File: src/hdl/ctwrm_pkg.sv
// Shared types and codes for the calendar time window rule matcher.
// No dependencies; every file of the block imports this package.
package ctwrm_pkg;

  // Item commands
  localparam logic [1:0] CMD_CLEAR = 2'd0;
  localparam logic [1:0] CMD_ADD   = 2'd1;
  localparam logic [1:0] CMD_EVAL  = 2'd2;

  // Match kinds, in priority order (lower nonzero value wins)
  localparam logic [1:0] MK_NONE    = 2'd0;
  localparam logic [1:0] MK_DATED   = 2'd1;
  localparam logic [1:0] MK_WEEKDAY = 2'd2;
  localparam logic [1:0] MK_DEFAULT = 2'd3;

  localparam logic [7:0] ANY_YEAR    = 8'd255;
  localparam logic [2:0] ANY_WEEKDAY = 3'd7;

  localparam int unsigned MinW = 11;

  typedef struct packed {
    logic [1:0] command;
    logic [7:0] year_code;
    logic [3:0] month_num;
    logic [4:0] day_num;
    logic [2:0] weekday_code;
    logic [4:0] opening_hour;
    logic [5:0] open_minute;
    logic [4:0] closing_hour;
    logic [5:0] close_minute;
    logic [4:0] now_hour;
    logic [5:0] now_minute;
  } in_item_t;

  typedef struct packed {
    logic            unlocked;
    logic [MinW-1:0] minutes_to_open;
    logic [MinW-1:0] minutes_to_close;
    logic [1:0]      match_kind;
    logic            state_changed;
    logic            table_full;
  } out_item_t;

  // One stored rule, 42 bits
  typedef struct packed {
    logic [7:0] year;
    logic [3:0] month;
    logic [4:0] day;
    logic [2:0] weekday;
    logic [4:0] open_h;
    logic [5:0] open_m;
    logic [4:0] close_h;
    logic [5:0] close_m;
  } rule_t;

  typedef enum logic [2:0] {
    ST_IDLE,
    ST_NOW,
    ST_SCAN,
    ST_OPEN,
    ST_CLOSE,
    ST_FINISH
  } state_e;

endpackage

File: src/hdl/calendar_time_window_rule_matcher.sv
// Top level of the calendar time window rule matcher: rule memory, scan
// sequencer and shared minute unit. Depends on ctwrm_pkg.
//
// Keeps up to RULE_SLOTS schedule rules in a single-port memory and
// handles one item at a time. A clear, add or unused item goes straight
// to the finish state and posts its result to the output register from
// there. An evaluate item first converts the current time, then scans
// every stored rule (plus the registered memory read and the end-of-scan
// check), then runs open and close through the minute unit when a rule
// matched, and finally posts the result to the output register. The scan
// length is set by the one rule read per cycle from the rule memory, the
// tail by the single shared minute unit (hour*60+minute, then subtract and
// compare against now). in_stall_o is high from acceptance until the result
// is posted to the output register, so the next item is taken only after
// posting; the output register holds a finished result until taken, while
// the next item may already be accepted. There is no clearing pass: only
// rules below the fill count are ever read.
module calendar_time_window_rule_matcher #(
  parameter int unsigned RULE_SLOTS = 16
) (
  input  logic                 clk_i,
  input  logic                 rst_ni,
  input  logic                 in_valid_i,
  output logic                 in_stall_o,
  input  ctwrm_pkg::in_item_t  in_item_i,
  output logic                 out_valid_o,
  input  logic                 out_stall_i,
  output ctwrm_pkg::out_item_t out_item_o
);
  import ctwrm_pkg::*;

  localparam int unsigned CW = $clog2(RULE_SLOTS + 1);
  localparam int unsigned IW = (RULE_SLOTS > 1) ? $clog2(RULE_SLOTS) : 1;
  localparam logic [CW-1:0] SlotsC = CW'(RULE_SLOTS);

  // Control state
  state_e          state_q, state_d;
  logic [CW-1:0]   count_q, count_d;
  logic [CW-1:0]   scan_idx_q, scan_idx_d;
  logic            rd_vld_q, rd_vld_d;
  logic            last_unl_q, last_unl_d;
  logic            out_valid_q, out_valid_d;
  logic [1:0]      best_kind_q, best_kind_d;

  // Item context and partial results
  logic [1:0]      cmd_q, cmd_d;
  logic [7:0]      yr_q, yr_d;
  logic [3:0]      mo_q, mo_d;
  logic [4:0]      dy_q, dy_d;
  logic [2:0]      wd_q, wd_d;
  logic [4:0]      nowh_q, nowh_d;
  logic [5:0]      nowm_q, nowm_d;
  logic [MinW-1:0] now_q, now_d;
  rule_t           best_rule_q, best_rule_d;
  logic            open_ok_q, open_ok_d;
  logic            unl_q, unl_d;
  logic [MinW-1:0] mto_q, mto_d;
  logic [MinW-1:0] mtc_q, mtc_d;
  logic            full_q, full_d;
  out_item_t       out_item_q, out_item_d;

  // Rule memory
  rule_t           mem_q [RULE_SLOTS];
  rule_t           rd_data_q;
  logic            wr_en;
  logic [IW-1:0]   wr_addr;
  rule_t           wr_data;
  logic            rd_en;
  logic [IW-1:0]   rd_addr;

  // Shared minute unit: t = h*60 + m, compared against base
  logic [4:0]      mu_h;
  logic [5:0]      mu_m;
  logic [MinW-1:0] mu_base;
  logic [MinW-1:0] mu_t;
  logic [MinW-1:0] mu_diff;
  logic            mu_gt;
  logic            mu_ge;

  // Candidate class of the rule just read
  logic [1:0]      cand_kind;
  logic            out_free;

  always_ff @(posedge clk_i) begin
    if (wr_en) begin
      mem_q[wr_addr] <= wr_data;
    end
    if (rd_en) begin
      rd_data_q <= mem_q[rd_addr];
    end
  end

  always_comb begin
    mu_t    = ({mu_h, 6'b0} - {4'b0, mu_h, 2'b0}) + {5'b0, mu_m};
    mu_diff = mu_t - mu_base;
    mu_gt   = mu_t > mu_base;
    mu_ge   = mu_t >= mu_base;
  end

  always_comb begin
    cand_kind = MK_NONE;
    if (rd_data_q.year != ANY_YEAR && rd_data_q.year == yr_q &&
        rd_data_q.month == mo_q && rd_data_q.day == dy_q) begin
      cand_kind = MK_DATED;
    end else if (rd_data_q.weekday != ANY_WEEKDAY && rd_data_q.weekday == wd_q) begin
      cand_kind = MK_WEEKDAY;
    end else if (rd_data_q.weekday == ANY_WEEKDAY && rd_data_q.year == ANY_YEAR) begin
      cand_kind = MK_DEFAULT;
    end
  end

  assign out_free = !out_valid_q || !out_stall_i;

  always_comb begin
    state_d     = state_q;
    count_d     = count_q;
    scan_idx_d  = scan_idx_q;
    rd_vld_d    = 1'b0;
    last_unl_d  = last_unl_q;
    out_valid_d = out_valid_q && out_stall_i;
    best_kind_d = best_kind_q;
    cmd_d       = cmd_q;
    yr_d        = yr_q;
    mo_d        = mo_q;
    dy_d        = dy_q;
    wd_d        = wd_q;
    nowh_d      = nowh_q;
    nowm_d      = nowm_q;
    now_d       = now_q;
    best_rule_d = best_rule_q;
    open_ok_d   = open_ok_q;
    unl_d       = unl_q;
    mto_d       = mto_q;
    mtc_d       = mtc_q;
    full_d      = full_q;
    out_item_d  = out_item_q;
    wr_en       = 1'b0;
    wr_addr     = count_q[IW-1:0];
    wr_data     = rule_t'({in_item_i.year_code, in_item_i.month_num, in_item_i.day_num,
                           in_item_i.weekday_code, in_item_i.opening_hour,
                           in_item_i.open_minute, in_item_i.closing_hour,
                           in_item_i.close_minute});
    rd_en       = 1'b0;
    rd_addr     = scan_idx_q[IW-1:0];
    mu_h        = nowh_q;
    mu_m        = nowm_q;
    mu_base     = '0;

    unique case (state_q)
      ST_IDLE: begin
        if (in_valid_i) begin
          // Latch the item and clear the partial result
          cmd_d       = in_item_i.command;
          yr_d        = in_item_i.year_code;
          mo_d        = in_item_i.month_num;
          dy_d        = in_item_i.day_num;
          wd_d        = in_item_i.weekday_code;
          nowh_d      = in_item_i.now_hour;
          nowm_d      = in_item_i.now_minute;
          best_kind_d = MK_NONE;
          unl_d       = 1'b0;
          mto_d       = '0;
          mtc_d       = '0;
          full_d      = 1'b0;
          state_d     = ST_FINISH;
          case (in_item_i.command)
            CMD_CLEAR: count_d = '0;
            CMD_ADD: begin
              if (count_q >= SlotsC) begin
                full_d = 1'b1;
              end else begin
                wr_en   = 1'b1;
                count_d = count_q + CW'(1);
              end
            end
            CMD_EVAL: state_d = ST_NOW;
            default: ;
          endcase
        end
      end
      ST_NOW: begin
        // Convert the current time to minutes
        now_d      = mu_diff;
        scan_idx_d = '0;
        state_d    = ST_SCAN;
      end
      ST_SCAN: begin
        // Issue one read per cycle; judge the rule read last cycle
        if (scan_idx_q < count_q) begin
          rd_en      = 1'b1;
          rd_vld_d   = 1'b1;
          scan_idx_d = scan_idx_q + CW'(1);
        end
        if (rd_vld_q) begin
          if (cand_kind != MK_NONE &&
              (best_kind_q == MK_NONE || cand_kind < best_kind_q)) begin
            best_kind_d = cand_kind;
            best_rule_d = rd_data_q;
          end
        end else if (scan_idx_q == count_q) begin
          state_d = (best_kind_q != MK_NONE) ? ST_OPEN : ST_FINISH;
        end
      end
      ST_OPEN: begin
        mu_h      = best_rule_q.open_h;
        mu_m      = best_rule_q.open_m;
        mu_base   = now_q;
        mto_d     = mu_gt ? mu_diff : '0;
        open_ok_d = !mu_gt;
        state_d   = ST_CLOSE;
      end
      ST_CLOSE: begin
        mu_h    = best_rule_q.close_h;
        mu_m    = best_rule_q.close_m;
        mu_base = now_q;
        mtc_d   = mu_gt ? mu_diff : '0;
        unl_d   = open_ok_q && mu_ge;
        state_d = ST_FINISH;
      end
      ST_FINISH: begin
        // Post the result once the output register is free
        if (out_free) begin
          out_item_d.unlocked         = unl_q;
          out_item_d.minutes_to_open  = mto_q;
          out_item_d.minutes_to_close = mtc_q;
          out_item_d.match_kind       = best_kind_q;
          out_item_d.state_changed    = 1'b0;
          out_item_d.table_full       = full_q;
          if (cmd_q == CMD_EVAL) begin
            out_item_d.state_changed = unl_q != last_unl_q;
            last_unl_d               = unl_q;
          end
          out_valid_d = 1'b1;
          state_d     = ST_IDLE;
        end
      end
      default: state_d = ST_IDLE;
    endcase
  end

  always_ff @(posedge clk_i or negedge rst_ni) begin
    if (!rst_ni) begin
      state_q     <= ST_IDLE;
      count_q     <= '0;
      scan_idx_q  <= '0;
      rd_vld_q    <= 1'b0;
      last_unl_q  <= 1'b0;
      out_valid_q <= 1'b0;
      best_kind_q <= MK_NONE;
    end else begin
      state_q     <= state_d;
      count_q     <= count_d;
      scan_idx_q  <= scan_idx_d;
      rd_vld_q    <= rd_vld_d;
      last_unl_q  <= last_unl_d;
      out_valid_q <= out_valid_d;
      best_kind_q <= best_kind_d;
    end
  end

  always_ff @(posedge clk_i) begin
    cmd_q       <= cmd_d;
    yr_q        <= yr_d;
    mo_q        <= mo_d;
    dy_q        <= dy_d;
    wd_q        <= wd_d;
    nowh_q      <= nowh_d;
    nowm_q      <= nowm_d;
    now_q       <= now_d;
    best_rule_q <= best_rule_d;
    open_ok_q   <= open_ok_d;
    unl_q       <= unl_d;
    mto_q       <= mto_d;
    mtc_q       <= mtc_d;
    full_q      <= full_d;
    out_item_q  <= out_item_d;
  end

  assign in_stall_o  = state_q != ST_IDLE;
  assign out_valid_o = out_valid_q;
  assign out_item_o  = out_item_q;

`ifndef NO_ASSERTIONS
  // Fill count never passes the table size
  a_count_bound: assert property (@(posedge clk_i) disable iff (!rst_ni)
    count_q <= SlotsC)
    else $error("rule count exceeds table size");

  // An accepted item always starts work
  a_accept_busy: assert property (@(posedge clk_i) disable iff (!rst_ni)
    in_valid_i && !in_stall_o |=> state_q != ST_IDLE)
    else $error("accepted item dropped");

  // Memory read data is only judged while scanning
  a_read_in_scan: assert property (@(posedge clk_i) disable iff (!rst_ni)
    rd_vld_q |-> state_q == ST_SCAN)
    else $error("rule read outside scan");

  // Unlocked needs a matched rule and an opening time already reached
  a_unlock_match: assert property (@(posedge clk_i) disable iff (!rst_ni)
    out_valid_o && out_item_o.unlocked |->
      out_item_o.match_kind != MK_NONE && out_item_o.minutes_to_open == '0)
    else $error("unlocked without a matching open window");
`endif

endmodule
File: config.mk
export PLATFORM = sky130hd
export DESIGN_NAME = calendar_time_window_rule_matcher
export DESIGN_NICKNAME = d
export VERILOG_FILES = /design/src/hdl/ctwrm_pkg.sv /design/src/hdl/calendar_time_window_rule_matcher.sv
export SDC_FILE = /design/constraint.sdc
export NUM_CORES = 1
export LEC_CHECK = 0
export ABC_CLOCK_PERIOD_IN_PS = 5800
export BUFFER_PORTS_ARGS = -buffer_cell sky130_fd_sc_hd__buf_2
export CORE_MARGIN = 3
export CORE_UTILIZATION = 30
export CTS_CLUSTER_SIZE = 24
export DETAILED_ROUTE_END_ITERATION = 12
export GPL_TIMING_DRIVEN = 0
export PLACE_DENSITY = 0.45
export SYNTH_ARGS = -nofsm -noshare
export SYNTH_HDL_FRONTEND = slang
export SYNTH_SLANG_ARGS = --single-unit
File: constraint.sdc
create_clock -name clk_i -period 5.8 [get_ports clk_i]
set_clock_uncertainty 0.2 [all_clocks]
set_input_delay 1.16 -clock clk_i [delete_from_list [all_inputs] [get_ports clk_i]]
set_output_delay 1.16 -clock clk_i [all_outputs]
set_load 0.05 [all_outputs]
==> flow_summary.json <==
{
  "grt_pass1_wl_mm": 114.7,
  "synth_top_family_by_area": "multiplexers",
  "p_sw_mw": 5.244,
  "async_flop_share": 0.02118,
  "start_util": 0.3037,
  "fillCellCount": 9850,
  "yosys-top-cells-area": "edfxtp_1 77%, mux4_2 14%, dfrtp_1 1.4%",
  "drt-initial-drc-count": 1263,
  "wirelength_met1_mm": 35.12,
  "syn_avg_cell_area_sq_um": 22.30,
  "max-vdd-ir-drop_mv": 0.2439,
  "postRouteAntennaNets": 0,
  "slowest_delay_ns": 0.59,
  "clock_path_buffers": 3,
  "synth-simple-area-share": 0.02483,
  "cp_cell_sequence": "buf_2, nand2_1, nor2_1, clkbuf_1, a221o_1, inv_2, ha_1, o21a_1, o21a_1, o21a_1, nor2_1, xnor2_1, ha_1, a211o_1, o32ai_2, o21ai_1, o211ai_1, buf_2, nor2_1",
  "cts_tree": "built",
  "num_vias": 15210,
  "synth-seq-area-share": 0.7789,
  "nets": 1782,
  "worst_pin_slew_ns": 1.169,
  "cts-root-buf": "clkbuf_16",
  "yosysWarnings": 0,
  "worstSetupPathType": "reg2reg",
  "area_growth_pct": 18.78,
  "antenna_found_initial": 7,
  "p_seq_frac": 0.420,
  "grtUsageTotal": 0.1427,
  "endpoint_kind": "flip-flop",
  "cts_hold_buf": 0,
  "dieWidth_microns": 335.9,
  "drtPass1Iterations": 5,
  "gr-total-overflow": 0,
  "yosys.area.top_type_share": 0.7651,
  "synth_fa_ha_area_frac": 0.01134,
  "drive_gt1_frac": 0.3029,
  "finalMaxSlewViolations": 0,
  "rows": 120,
  "die_y_microns": 335.9,
  "grt_pass1_vias": 16100,
  "ys_ff_latch": 850,
  "clk_pin_slew_ns": 0.06,
  "fin_crit_sh": 0.9415,
  "clk_latency_ns": 0.65,
  "hold_class": "reg2reg",
  "fp.dieArea_sq_um": 112800,
  "slew_headroom": 0.2205,
  "finalSetupViolations": 0,
  "pin_count": 88,
  "clkPwrFrac": 0.324,
  "p_int_mw": 12.63,
  "ys_types": 59,
  "timing.hold.ws_ns": 0.2168,
  "path_buf_inv": 4,
  "rsz0062_at_grt": "no",
  "multi_input_area_sq_um": 6905,
  "cp.arrival_ns": 5.64,
  "synth-edff-count": 832,
  "synth.largest_area_cell": "edfxtp_1",
  "cp_max_fo": 10,
  "synth_xor_xnor_area_share": 0.009656,
  "post-route-drc-count": 0,
  "dp_hpwl_mm": 51.98,
  "core_area_sq_um": 107500,
  "wl_met2_mm": 38.78,
  "layout_setup_ws_ns": 0.3395,
  "cpMaxStageDelayCell": "clkbuf_1",
  "p_leak_nw": 12.18,
  "dpl_cell_area_sq_um": 35810,
  "ctsResizeCount": 0,
  "post-cts-setup-buffers": 0,
  "startpoint_type": "flip-flop",
  "seq_area_sq_um": 25430,
  "cts_inserted_buffers": 90,
  "io_buffer_count": 87,
  "cp_data_required_time_ns": 5.98,
  "wl_met3_mm": 3.997,
  "syn_inst": 1464,
  "finalHoldViolCount": 0,
  "comb_power_share": 0.256,
  "max-cap-violations": 0,
  "synth_compound_area_frac": 0.01575,
  "grt_max_degree": 50,
  "gp_congestion": 0.7440,
  "fmaxAchievable_ghz": 0.1831,
  "place_ws_ns": 0.3159,
  "critPathTopFamily": "compound AO/OA/AOI/OAI gates",
  "synth.cell_area_sq_um": 32650,
  "p_per_area_nw_per_um2": 460.9,
  "status": "complete, no violations",
  "via_per_inst": 4.796,
  "clock-sinks": 850,
  "wl_mm": 79.74,
  "period_minus_slack_ns": 5.461,
  "wl_per_cell_microns": 25.14,
  "synth_top_flop_cell": "edfxtp_1",
  "power_switching_share": 0.2933,
  "routed.top_layer": "met5",
  "design_area_sq_um": 38780,
  "syn-num-nets": 1552,
  "cts.htree.levels": 3,
  "synth_mux_area_frac": 0.1464
}
==> synthesized netlist by cell type, types with 2 or more instances <==
| cell | number |
|---|---|
| a21o_1 | 4 |
| a21oi_1 | 18 |
| a221o_1 | 3 |
| a22o_1 | 4 |
| a22oi_1 | 3 |
| and2_1 | 7 |
| buf_1 | 4 |
| buf_2 | 17 |
| buf_6 | 9 |
| clkbuf_1 | 29 |
| dfrtp_1 | 18 |
| edfxtp_1 | 832 |
| ha_1 | 28 |
| inv_1 | 28 |
| inv_2 | 3 |
| mux2i_1 | 4 |
| mux4_2 | 210 |
| nand2_1 | 49 |
| nand2b_1 | 6 |
| nand3_1 | 4 |
| nand3b_1 | 2 |
| nand4_1 | 9 |
| nor2_1 | 55 |
| nor2b_1 | 9 |
| nor3_1 | 10 |
| nor3b_1 | 2 |
| nor4_1 | 3 |
| o211ai_1 | 3 |
| o21a_1 | 6 |
| o21ai_0 | 16 |
| o21ai_1 | 5 |
| o32ai_1 | 2 |
| or3_1 | 2 |
| xnor2_1 | 15 |
| xor2_1 | 21 |
==> stage by stage <==
stage	utilization	power (mW)	setup TNS, ns	cells
finish	0.3608	17.88	0	3172
global route	0.3607	18.77	0	3169
CTS	0.3607	18.13	0	3169
detailed placement	0.3331	12.29	0	3005
global placement	0.3241	12.17	-1684.07	2954
floorplan	-	10.93	0	1464
==> kinds of logic (layout without fill, tap and decap cells) <==
| family | after synthesis | count (layout) |
|---|---|---|
| muxes | 215 | 215 |
| AOI/OAI and AO/OA | 76 | 76 |
| xor gates and xnor gates | 36 | 36 |
| other | 0 | 3 |
| and+or+nand+nor | 168 | 168 |
| buffers and inverters | 90 | 392 |
| DFF | 850 | 850 |
| adders and majority gates | 29 | 29 |
==> placed cells by master, fill, tap and decap left out, types with 17 or more instances in the layout <==
cell       instances
edfxtp_1         832
mux4_2           210
buf_2            103
clkbuf_16         92
nand2_1           49
clkbuf_1          44
nor2_1            43
buf_6             30
ha_1              28
inv_1             27
xor2_1            21
clkinv_1          19
dfrtp_1           18
a21oi_1           17
buf_12            17
==> area by class of cell <==
type	count	area share
flip-flops and latches	850	0.6558
multi-input cells	524	0.1780
clock buffers	107	0.06081
well taps	1403	0.04526
repair buffers	138	0.03313
clock inverters	57	0.01568
plain buffers	59	0.008065
inverters	31	0.003000
diodes	3	0.0001936
==> flip-flops by register name (all words and copies together) (netlist names), 6 cells and up <==
register     flops
mtc_q           11
best_rule_q     22
yr_q             8
mto_q           11
mem_q          672
now_q           11
nowm_q           6
out_item_o      27
rd_data_q       42
==> routing by layer <==
metal	track usage	vias to the layer above
met5	0	-
li1	-	6558
met4	0.04257	4
met2	0.2343	331
met1	0.1931	8200
met3	0.02743	119
==> power by group through the flow <==
| stage | combinational, mW | sequential [mW] | clock [mW] |
|---|---|---|---|
| global route | 5.03 | 7.54 | 6.20 |
| CTS | 4.68 | 7.52 | 5.94 |
| floorplan | 3.20 | 7.73 | 0 |
| detailed placement | 4.65 | 7.64 | 0 |
| finish | 4.58 | 7.51 | 5.79 |
| global placement | 4.52 | 7.65 | 0 |
==> path summary, 6_finish.rpt <==
kind | startpoint | end | slack (ns) | cells after the start
max reg2reg | state_q[1] | mtc_q[5] | 0.34 | 19
min | mtc_q[8] | out_item_o[12] | 0.22 | 0
min reg2reg | mtc_q[8] | out_item_o[12] | 0.22 | 0
max | state_q[1] | mtc_q[5] | 0.34 | 19
max in group asynchronous | rst_ni | scan_idx_q[1] | 4.82 | 1
min in group asynchronous | rst_ni | count_q[1] | 0.26 | 1
Note: power is estimated with default switching activity, not from simulation.
